==> config.mk <==
export PLATFORM = sky130hd
export DESIGN_NAME = color_plane_palette_generator
export DESIGN_NICKNAME = d
export VERILOG_FILES = /design/src/hw/rtl/cppg_pkg.sv /design/src/hw/rtl/cppg_cdiv.sv /design/src/hw/rtl/cppg_hsv.sv /design/src/hw/rtl/color_plane_palette_generator.sv
export SDC_FILE = /design/constraint.sdc
export NUM_CORES = 2
export LEC_CHECK = 0
export ABC_AREA = 0
export BUFFER_PORTS_ARGS = -buffer_cell sky130_fd_sc_hd__buf_4
export CAP_MARGIN = 0
export CELL_PAD_IN_SITES_DETAIL_PLACEMENT = 1
export CELL_PAD_IN_SITES_GLOBAL_PLACEMENT = 2
export CORE_MARGIN = 5
export CORE_UTILIZATION = 40
export CTS_BUF_LIST = sky130_fd_sc_hd__clkbuf_8
export CTS_CLUSTER_DIAMETER = 60
export DETAILED_ROUTE_END_ITERATION = 8
export PLACE_DENSITY_LB_ADDON = 0.1
export SYNTH_ARGS = -nofsm -noshare
export SYNTH_HDL_FRONTEND = slang
export SYNTH_SLANG_ARGS = --single-unit
==> constraint.sdc <==
create_clock -name clk -period 50.6 [get_ports clk]
set_clock_uncertainty 0.2 [all_clocks]
set_input_delay 15.18 -clock clk [delete_from_list [all_inputs] [get_ports clk]]
set_output_delay 15.18 -clock clk [all_outputs]
set_load 0.02 [all_outputs]
==> src/hw/rtl/cppg_pkg.sv <==
// ----------------------------------------------------------------------------
// cppg_pkg
// Shared constants and types of the colour plane palette generator.
// ----------------------------------------------------------------------------
package cppg_pkg;

  localparam int FRAC_BITS = 16;
  localparam int CH_MAX    = 255;
  localparam int SECTORS   = 6;
  localparam int HUE_MAX   = 360;
  localparam int HUE_STEP  = 60;

  localparam logic [16:0] ONE_Q16 = 17'h10000;

  // pattern modes
  localparam logic [2:0] MODE_RED   = 3'd0;
  localparam logic [2:0] MODE_GREEN = 3'd1;
  localparam logic [2:0] MODE_BLUE  = 3'd2;
  localparam logic [2:0] MODE_HUE   = 3'd3;
  localparam logic [2:0] MODE_SAT   = 3'd4;
  localparam logic [2:0] MODE_VALUE = 3'd5;

  // register indexes
  localparam logic [2:0] REG_MODE       = 3'd0;
  localparam logic [2:0] REG_RED        = 3'd1;
  localparam logic [2:0] REG_GREEN      = 3'd2;
  localparam logic [2:0] REG_BLUE       = 3'd3;
  localparam logic [2:0] REG_HUE        = 3'd4;
  localparam logic [2:0] REG_SATURATION = 3'd5;
  localparam logic [2:0] REG_BRIGHTNESS = 3'd6;

  typedef struct packed {
    logic [7:0] blue;
    logic [7:0] green;
    logic [7:0] red;
  } pixel_t;

endpackage

==> src/hw/rtl/cppg_cdiv.sv <==
// ----------------------------------------------------------------------------
// cppg_cdiv
// Three-stage unsigned division by a constant: reciprocal multiply, back
// multiply, then a single remainder correction.
// ----------------------------------------------------------------------------
module cppg_cdiv #(
  parameter int NW      = 18,
  parameter int QW      = 8,
  parameter int DIVISOR = 1
) (
  input  logic          clk,
  input  logic [2:0]    en,
  input  logic [NW-1:0] num,
  output logic [QW-1:0] quo
);

  localparam int RW = NW + 1;
  localparam int PW = NW + RW;
  localparam logic [RW-1:0] RECIP = RW'((65'd1 << NW) / DIVISOR);

  logic [PW-1:0] prod;
  logic [NW-1:0] num_a;
  logic [NW-1:0] num_b;
  logic [NW-1:0] qd_b;
  logic [QW-1:0] qe_b;
  logic [QW-1:0] q_est;
  logic [NW-1:0] rem;

  assign q_est = prod[NW +: QW];
  assign rem   = num_b - qd_b;

  always_ff @(posedge clk) begin
    if (en[0]) begin
      prod  <= PW'(num) * PW'(RECIP);
      num_a <= num;
    end
    if (en[1]) begin
      qe_b  <= q_est;
      qd_b  <= NW'(q_est) * NW'(DIVISOR);
      num_b <= num_a;
    end
    if (en[2]) begin
      quo <= qe_b + QW'(rem >= NW'(DIVISOR));
    end
  end

endmodule

==> src/hw/rtl/cppg_hsv.sv <==
// ----------------------------------------------------------------------------
// cppg_hsv
// Four-stage HSV to RGB datapath in Q16, with the final choice between the
// HSV colour and the plain RGB plane colour.
// ----------------------------------------------------------------------------
module cppg_hsv (
  input  logic             clk,
  input  logic [3:0]       en,
  input  logic [2:0]       mode,
  input  logic [18:0]      hp,
  input  logic [16:0]      sat,
  input  logic [16:0]      val,
  input  cppg_pkg::pixel_t bypass,
  output cppg_pkg::pixel_t pixel
);

  logic [33:0] sv_prod;
  logic [16:0] m_frac;
  logic [16:0] dev;
  logic [2:0]  sector_raw;
  logic [16:0] c_a;
  logic [16:0] d_a;
  logic [16:0] v_a;
  logic [2:0]  sector_a;
  cppg_pkg::pixel_t bypass_a;
  logic [33:0] x_prod;
  logic [16:0] x_b;
  logic [16:0] lo_b;
  logic [16:0] v_b;
  logic [2:0]  sector_b;
  cppg_pkg::pixel_t bypass_b;
  logic [16:0] mid;
  logic [16:0] r_c;
  logic [16:0] g_c;
  logic [16:0] b_c;
  cppg_pkg::pixel_t bypass_c;
  logic [7:0]  r_byte;
  logic [7:0]  g_byte;
  logic [7:0]  b_byte;
  logic        is_hsv;

  function automatic logic [7:0] to_byte(input logic [16:0] q);
    logic [24:0] scaled;
    scaled = {q, 8'b0} - 25'(q);
    return (scaled[24:16] > 9'(cppg_pkg::CH_MAX)) ? 8'(cppg_pkg::CH_MAX) : scaled[23:16];
  endfunction

  assign sv_prod    = 34'(sat) * 34'(val);
  assign m_frac     = hp[16:0];
  assign dev        = (m_frac >= cppg_pkg::ONE_Q16) ? m_frac - cppg_pkg::ONE_Q16
                                                    : cppg_pkg::ONE_Q16 - m_frac;
  assign sector_raw = hp[18:16];

  always_ff @(posedge clk) begin
    if (en[0]) begin
      c_a      <= sv_prod[32:16];
      d_a      <= dev;
      v_a      <= val;
      sector_a <= (sector_raw > 3'(cppg_pkg::SECTORS - 1)) ? 3'(cppg_pkg::SECTORS - 1)
                                                            : sector_raw;
      bypass_a <= bypass;
    end
  end

  assign x_prod = 34'(c_a) * 34'(cppg_pkg::ONE_Q16 - d_a);

  always_ff @(posedge clk) begin
    if (en[1]) begin
      x_b      <= x_prod[32:16];
      lo_b     <= v_a - c_a;
      v_b      <= v_a;
      sector_b <= sector_a;
      bypass_b <= bypass_a;
    end
  end

  assign mid = x_b + lo_b;

  always_ff @(posedge clk) begin
    if (en[2]) begin
      case (sector_b)
        3'd0: begin
          r_c <= v_b;  g_c <= mid;  b_c <= lo_b;
        end
        3'd1: begin
          r_c <= mid;  g_c <= v_b;  b_c <= lo_b;
        end
        3'd2: begin
          r_c <= lo_b; g_c <= v_b;  b_c <= mid;
        end
        3'd3: begin
          r_c <= lo_b; g_c <= mid;  b_c <= v_b;
        end
        3'd4: begin
          r_c <= mid;  g_c <= lo_b; b_c <= v_b;
        end
        default: begin
          r_c <= v_b;  g_c <= lo_b; b_c <= mid;
        end
      endcase
      bypass_c <= bypass_b;
    end
  end

  assign r_byte = to_byte(r_c);
  assign g_byte = to_byte(g_c);
  assign b_byte = to_byte(b_c);
  assign is_hsv = (mode == cppg_pkg::MODE_HUE) || (mode == cppg_pkg::MODE_SAT) ||
                  (mode == cppg_pkg::MODE_VALUE);

  always_ff @(posedge clk) begin
    if (en[3]) begin
      if (is_hsv) begin
        pixel.red   <= r_byte;
        pixel.green <= g_byte;
        pixel.blue  <= b_byte;
      end else begin
        pixel <= bypass_c;
      end
    end
  end

endmodule

==> src/hw/rtl/color_plane_palette_generator.sv <==
// ----------------------------------------------------------------------------
// color_plane_palette_generator
// Gives the RGB colour of one pixel of a palette plane chosen by mode.
// ----------------------------------------------------------------------------
// One item enters per clock unless a stalled output backs up to the input, and
// its colour is offered from the last of eight register stages: one stage
// clamps the coordinates, three stages divide by constants (plane size less
// one, hue step, channel maximum) through reciprocal multipliers, and four
// stages run the HSV to RGB datapath. Every stage moves on its own, so a
// stalled output only holds back stages that are full. Configuration writes
// are taken in every cycle and must only be made while no item is in flight.
module color_plane_palette_generator #(
  parameter int PLANE_WIDTH  = 1024,
  parameter int PLANE_HEIGHT = 768
) (
  input  logic        clk,
  input  logic        rst,
  input  logic        s_axis_tvalid,
  output logic        s_axis_tready,
  input  logic [23:0] s_axis_tdata,   // pixel_column, pixel_row, zero pad
  output logic        m_axis_tvalid,
  input  logic        m_axis_tready,
  output logic [23:0] m_axis_tdata,   // red_out, green_out, blue_out
  input  logic        cfg_valid,
  output logic        cfg_ready,
  input  logic [2:0]  cfg_index,
  input  logic [8:0]  cfg_data
);

  localparam int W_DIV  = (PLANE_WIDTH > 2) ? PLANE_WIDTH - 1 : 1;
  localparam int H_DIV  = (PLANE_HEIGHT > 2) ? PLANE_HEIGHT - 1 : 1;
  localparam int STAGES = 8;

  logic [2:0] pattern_mode;
  logic [7:0] red_level;
  logic [7:0] green_level;
  logic [7:0] blue_level;
  logic [8:0] hue_degrees;
  logic [7:0] saturation_level;
  logic [7:0] brightness_level;

  logic [STAGES-1:0] valid;
  logic [STAGES-1:0] en;

  logic [9:0]  pixel_column;
  logic [9:0]  pixel_row;
  logic [9:0]  col_c;
  logic [9:0]  row_c;
  logic [8:0]  hue_c;

  logic [7:0]  col_ch;
  logic [7:0]  row_ch;
  logic [16:0] col_q;
  logic [16:0] row_q;
  logic [18:0] col_hp;
  logic [18:0] hue_hp;
  logic [16:0] sat_q;
  logic [16:0] bri_q;

  logic [18:0] hp_sel;
  logic [16:0] sat_sel;
  logic [16:0] val_sel;
  cppg_pkg::pixel_t bypass;
  cppg_pkg::pixel_t pixel;

  assign pixel_column = s_axis_tdata[9:0];
  assign pixel_row    = s_axis_tdata[19:10];

  // configuration
  assign cfg_ready = 1'b1;

  always_ff @(posedge clk) begin
    if (rst) begin
      pattern_mode     <= cppg_pkg::MODE_RED;
      red_level        <= '0;
      green_level      <= '0;
      blue_level       <= '0;
      hue_degrees      <= '0;
      saturation_level <= '0;
      brightness_level <= '0;
    end else if (cfg_valid && cfg_ready) begin
      case (cfg_index)
        cppg_pkg::REG_MODE:       pattern_mode     <= cfg_data[2:0];
        cppg_pkg::REG_RED:        red_level        <= cfg_data[7:0];
        cppg_pkg::REG_GREEN:      green_level      <= cfg_data[7:0];
        cppg_pkg::REG_BLUE:       blue_level       <= cfg_data[7:0];
        cppg_pkg::REG_HUE:        hue_degrees      <= cfg_data;
        cppg_pkg::REG_SATURATION: saturation_level <= cfg_data[7:0];
        cppg_pkg::REG_BRIGHTNESS: brightness_level <= cfg_data[7:0];
        default: ;
      endcase
    end
  end

  // pipeline control
  always_comb begin
    en[STAGES-1] = !valid[STAGES-1] || m_axis_tready;
    for (int i = STAGES - 2; i >= 0; i--) begin
      en[i] = !valid[i] || en[i+1];
    end
  end

  always_ff @(posedge clk) begin
    if (rst) begin
      valid <= '0;
    end else begin
      if (en[0]) begin
        valid[0] <= s_axis_tvalid;
      end
      for (int i = 1; i < STAGES; i++) begin
        if (en[i]) begin
          valid[i] <= valid[i-1];
        end
      end
    end
  end

  assign s_axis_tready = en[0];
  assign m_axis_tvalid = valid[STAGES-1];

  // clamp stage
  always_ff @(posedge clk) begin
    if (en[0]) begin
      col_c <= (13'(pixel_column) > 13'(W_DIV)) ? 10'(W_DIV) : pixel_column;
      row_c <= (13'(pixel_row) > 13'(H_DIV)) ? 10'(H_DIV) : pixel_row;
      hue_c <= (hue_degrees > 9'(cppg_pkg::HUE_MAX)) ? 9'(cppg_pkg::HUE_MAX) : hue_degrees;
    end
  end

  // dividers
  cppg_cdiv #(.NW(18), .QW(8), .DIVISOR(W_DIV)) u_col_ch (
    .clk(clk), .en(en[3:1]),
    .num(18'(col_c) * 18'(cppg_pkg::CH_MAX)), .quo(col_ch)
  );

  cppg_cdiv #(.NW(18), .QW(8), .DIVISOR(H_DIV)) u_row_ch (
    .clk(clk), .en(en[3:1]),
    .num(18'(row_c) * 18'(cppg_pkg::CH_MAX)), .quo(row_ch)
  );

  cppg_cdiv #(.NW(26), .QW(17), .DIVISOR(W_DIV)) u_col_q (
    .clk(clk), .en(en[3:1]), .num({col_c, 16'b0}), .quo(col_q)
  );

  cppg_cdiv #(.NW(26), .QW(17), .DIVISOR(H_DIV)) u_row_q (
    .clk(clk), .en(en[3:1]), .num({row_c, 16'b0}), .quo(row_q)
  );

  cppg_cdiv #(.NW(29), .QW(19), .DIVISOR(W_DIV)) u_col_hp (
    .clk(clk), .en(en[3:1]),
    .num({13'(col_c) * 13'(cppg_pkg::SECTORS), 16'b0}), .quo(col_hp)
  );

  cppg_cdiv #(.NW(25), .QW(19), .DIVISOR(cppg_pkg::HUE_STEP)) u_hue_hp (
    .clk(clk), .en(en[3:1]), .num({hue_c, 16'b0}), .quo(hue_hp)
  );

  cppg_cdiv #(.NW(24), .QW(17), .DIVISOR(cppg_pkg::CH_MAX)) u_sat_q (
    .clk(clk), .en(en[3:1]), .num({saturation_level, 16'b0}), .quo(sat_q)
  );

  cppg_cdiv #(.NW(24), .QW(17), .DIVISOR(cppg_pkg::CH_MAX)) u_bri_q (
    .clk(clk), .en(en[3:1]), .num({brightness_level, 16'b0}), .quo(bri_q)
  );

  // mode selection
  always_comb begin
    hp_sel  = col_hp;
    sat_sel = col_q;
    val_sel = row_q;
    bypass  = '0;
    case (pattern_mode)
      cppg_pkg::MODE_RED: begin
        bypass.red   = red_level;
        bypass.green = row_ch;
        bypass.blue  = col_ch;
      end
      cppg_pkg::MODE_GREEN: begin
        bypass.red   = row_ch;
        bypass.green = green_level;
        bypass.blue  = col_ch;
      end
      cppg_pkg::MODE_BLUE: begin
        bypass.red   = row_ch;
        bypass.green = col_ch;
        bypass.blue  = blue_level;
      end
      cppg_pkg::MODE_HUE: begin
        hp_sel  = hue_hp;
        sat_sel = col_q;
        val_sel = row_q;
      end
      cppg_pkg::MODE_SAT: begin
        hp_sel  = col_hp;
        sat_sel = sat_q;
        val_sel = row_q;
      end
      cppg_pkg::MODE_VALUE: begin
        hp_sel  = col_hp;
        sat_sel = row_q;
        val_sel = bri_q;
      end
      default: ;
    endcase
  end

  cppg_hsv u_hsv (
    .clk   (clk),
    .en    (en[7:4]),
    .mode  (pattern_mode),
    .hp    (hp_sel),
    .sat   (sat_sel),
    .val   (val_sel),
    .bypass(bypass),
    .pixel (pixel)
  );

  assign m_axis_tdata = {pixel.blue, pixel.green, pixel.red};

endmodule

* Word-level counts from Yosys, hierarchy flattened
Cells that the tools add are included.
Storage, ports and cells: register bits after elaboration 1133, input bits 41, output and inout port bits 27, word-level logic and storage cells 208
Operators by class: add/sub/neg operators 24, multiply operators 20, $lt $le $gt $ge 15, equality and inequality tests 15, multiplexer cells 12, reduce and logical (&&, ||, !) cells 34
Operators by type and width (number):
- $pmux 17 s2 | 4
- $sub 25x17->25 | 3
- $pmux 24 s3 | 1
- $add 17x1->17 | 4
- $ge 26x10->1 const B | 2
- $mul 17x10->26 const B | 2
- $sub 26x26->26 | 2
- $mul 8x17->25 const B | 2
- $ge 24x8->1 const B | 2
- $mul 17x8->24 const B | 2
- $sub 24x24->24 | 2
- $add 19x1->19 | 2
- $ge 18x10->1 const B | 2
- $mul 10x8->18 const B | 2
- $mul 8x10->18 const B | 2
- $sub 18x18->18 | 2
- $mul 17x34->33 | 1
- $mux 17 | 2
- $mul 17x17->33 | 1
- $ge 29x10->1 const B | 1
- $mul 19x10->29 const B | 1
- $sub 29x29->29 | 1
- $gt 9x8->1 const B | 3
- $mul 10x17->27 const B | 1
- 29 further kinds | 73

* Depth between registers and ports, before layout
depth in word-level cells 9, gate-level depth with buffers 32, gate-level depth less buffers 32

* Hierarchy
From an unflattened synthesis, not the netlist that was laid out.
Unflattened totals: cells, all modules 11327, area, all modules 120822.1 um^2
By module, submodules not included:
- cppg_hsv | times used 1, cells an instance 3081, area an instance 30384.1 um^2, seq. area each 7657.3 um^2
- cppg_cdiv (u_row_q) | times used 1, cells an instance 1589, area an instance 17012.6 um^2, seq. area each 3843.7 um^2
- cppg_cdiv (u_col_hp) | times used 1, cells an instance 1039, area an instance 11751.3 um^2, seq. area each 4294.1 um^2
- cppg_cdiv (u_col_q) | times used 1, cells an instance 926, area an instance 10498.8 um^2, seq. area each 3843.7 um^2
- cppg_cdiv (u_hue_hp) | times used 1, cells an instance 864, area an instance 10248.6 um^2, seq. area each 3753.6 um^2
- cppg_cdiv (u_sat_q) | times used 1, cells an instance 876, area an instance 10133.5 um^2, seq. area each 3663.5 um^2
- cppg_cdiv (u_bri_q) | times used 1, cells an instance 867, area an instance 10079.7 um^2, seq. area each 3663.5 um^2
- color_plane_palette_generator | times used 1, cells an instance 1011, area an instance 8779.7 um^2, seq. area each 2072.0 um^2
- cppg_cdiv (u_row_ch) | times used 1, cells an instance 667, area an instance 7347.0 um^2, seq. area each 2312.2 um^2
- cppg_cdiv (u_col_ch) | times used 1, cells an instance 407, area an instance 4586.9 um^2, seq. area each 1831.8 um^2

* Least setup slack after synthesis
OpenSTA, ideal clock, no wires.
kind input port to output port, start point input m_axis_tready, end point output s_axis_tready, arrival time 22.168 ns, required time 35.220 ns, slack 13.052 ns, cell stages on the path 6, buffers on the path 1, cell sequence nor2b_1 and2_1 and3_1 clkbuf_1 nand4_1 or2_2
On the way: word-level cells in the longest chain between the ends 8
RTL lines:
- start, declared | line color_plane_palette_generator.sv:22 | input logic m_axis_tready,
- $logic_or 1x1->1 | line color_plane_palette_generator.sv:97 | en[STAGES-1] = !valid[STAGES-1] || m_axis_tready;
- $logic_or 1x1->1 (6 in a row) | line color_plane_palette_generator.sv:99 | en[i] = !valid[i] || en[i+1];
- named net en[1] | line color_plane_palette_generator.sv:43 | logic [STAGES-1:0] en;
- $logic_or 1x1->1 | line color_plane_palette_generator.sv:99
- end, declared | line color_plane_palette_generator.sv:19 | output logic s_axis_tready,
The timed path passes the listed nets, and every way through them passes these cells.

* Worst setup path in the final report
Same ends and word-level chain as after synthesis.

==> results.toml <==
[synth]
synth_cell_type_count = 98
async_flop_share_pct = 0
syn_area_mm2 = 0.09022
postSynthNetCount = 10570
ys_top_cells_by_area = "edfxtp_1 (29%), fa_1 (26%), ha_1 (13%)"
synth.cells.most_frequent = "inv_1 (1604), fa_1 (1157), ha_1 (953), edfxtp_1 (874), nand2_1 (765)"
netlist.area_leader.share_pct = 29.09
synth.yosys.seq_area_share_pct = 30.42
synth_enable_flop_cells = 874
syn-mean-instance-area_um2 = 10.72
number_of_warnings_issued_by_yosys = 0
synth_area_leader_cell = "edfxtp_1"
post_synth_inst_count = 8414
yosys_register_bits = 934
synthMostInstantiatedCell = "inv_1"
synth_ff_type = "edfxtp_1"

[cts]
cts-root-to-sink-buffers = 3
ctsResizeCount = 0
post-cts-setup-buffers = 0
clock_root_buffer = "clkbuf_8"
tritoncts = "done"
clk_transition_reported_paths_ns = 0.06
clock_insertion_delay_worst_skew_ns = 0.95
numCtsBuffers = 176
postCtsHoldBufs = 0
clock_sinks = 934
clock_tree.htree_level_count = 4

[sta]
finalMaxSlewViolations = 0
max_freq_mhz = 30.09
period_minus_slack_ns = 33.24
post-route-period-util_pct = 65.69
setup_viol = 0
report.final.hold_viol_count = 0
max_slew.worst_pin.slew_ns = 1.132
relSlewSlack_pct = 24.43
timing.final.ws_setup_ns = 17.36
finalSetupTns_ns = 0
unrepaired_setup_endpoints_after_global_routing = "no"

[setup_path]
criticalPathCategory = "in -> out"
path_max_fanout = 146
cp_data_arrival_time_ns = 17.86
cp_data_required_time_ns = 35.22
timing.critical_path.from_type = "primary input"
timing.critical_path.to_type = "output pin"

[final_layout]
n_fill_cell = 24790
final_net_count = 10720
final_cells = 11700
final_layout_size_suffix_gt1_share_pct = 5.112
area_growth_syn_to_layout_pct = 8.719
final_core_area_utilization_pct = 43.66

[placed_design]
setup_slack_after_placement_ns = 17.28
io_buffer_count = 62
dp_cells = 11380
place_congestion = 0.8302
place_hpwl_um = 191500

[run_status]
run_status = "finished clean"

[route]
drt_pass1_iterations = 5
drt-total-wl_um = 234700
routed.top_layer = "met5"
drt_wl_cell_um = 20.06
post_drt_via_cell_ratio = 5.045
post-route-drc-count = 0
route.vias.total = 59020
met1Wirelength_um = 105600
met3WireLength_um = 6266
drt_iter0_markers = 2500
drt.antenna.violating_nets = 0
met2_length_um = 118900

[job]
max_cap_violations = 0

[floorplanning]
design.die.area_mm2 = 0.2351
core_region_area_mm2 = 0.2247
top_level_ports = 68
floorplan.initialDensity_pct = 40.16
floorplan.rows = 174
die_width_um = 484.9
fp.dieH_um = 484.9

[hold_path]
hold_path_class = "reg -> reg"

[global_route]
grt_pass1_vias = 66300
gr-usage-all-layers_pct = 20.45
grt_antenna_before_repair = 9
wire_length_of_the_first_global_routing_pass_um = 378800
grt_max_degree = 147
global_route.overflow_total = 0
==> placed cells by master (no fill, tap or decap), types with 180 or more instances in the layout <==
master / Yosys / routed
a21oi_1: 365 / 365
clkbuf_8: 0 / 180
nand2_1: 765 / 763
inv_1: 1604 / 1645
nor2_1: 458 / 457
edfxtp_1: 874 / 874
o21ai_0: 210 / 204
fa_1: 1157 / 1157
ha_1: 953 / 953
xnor2_1: 336 / 336
==> cell families after synthesis <==
group / share of synthesized area [%]
adders and majority gates: 38.89
and+or+nand+nor: 10.09
buffers and inverters: 7.340
AOI/OAI and AO/OA: 7.560
DFF: 30.42
xor gates and xnor gates: 4.704
muxes: 0.9916
other: 0.004156
==> cell type report <==
type	instances	area [um^2]	share of cell area, %
Tap cell	2992	3744	3.817
Multi-Input combinational cell	5721	56200	57.30
Clock inverter	133	1181	1.204
Antenna cell	2	5.005	0.005102
Inverter	1604	6022	6.140
Sequential cell	934	27450	27.98
Timing Repair Buffer	133	1011	1.031
Clock buffer	180	2477	2.526
==> final timing paths <==
check | endpoint | startpoint | slack, ns | cells after the start
setup / recovery | s_axis_tready | m_axis_tready | 17.36 | 9
setup reg to reg | u_row_ch.prod[25] | row_c[5] | 40.63 | 31
hold / removal | u_hsv.bypass_c[1] | u_hsv.bypass_b[1] | 0.16 | 0
hold reg to reg | u_hsv.bypass_c[1] | u_hsv.bypass_b[1] | 0.16 | 0
==> worst max-delay path, cell delays in order <==
cell     delay [ns]
buf_4          0.11
nor2b_1        0.25
buf_4          0.19
and2_1         0.28
and3_1         0.49
nand4_1        0.22
buf_12         0.31
or2_2          0.54
buf_4          0.22
==> sequential cells by signal, indices dropped and copies added (netlist names), 18 cells and up <==
register and flops:
u_bri_q.qd_b 23, u_col_q.qd_b 25, u_hue_hp.qe_b 18, u_hue_hp.qd_b 22, u_row_ch.num_a 18, u_row_q.qd_b 25
u_hsv.pixel 24, u_col_hp.qd_b 28, u_col_hp.prod 20, u_hue_hp.quo 19, u_col_hp.quo 19, u_hsv.bypass_a 24
u_hsv.bypass_b 24, u_hue_hp.prod 22, u_row_ch.num_b 18, u_hsv.bypass_c 24, u_col_hp.qe_b 19, u_col_ch.num_a 18
u_sat_q.qd_b 23
==> per-layer routing <==
| metal | vias up | GRT usage [%] |
|---|---|---|
| met1 | 30300 | 27.08 |
| met4 | 4 | 3.923 |
| li1 | 27910 | - |
| met2 | 587 | 36.44 |
| met3 | 218 | 2.236 |
| met5 | - | 0 |
==> stage by stage <==
step	cell area [um^2]	hold slack, ns
after global routing	98090	0.1496
after detailed placement	94420	0.2063
final	98090	0.1643
after global placement	94420	0.2011
after floorplan	90220	0.2003
after CTS	98080	0.1430
Power is not shown: default switching activity piles up to over one toggle a cycle in this logic, so the estimate is an artifact.
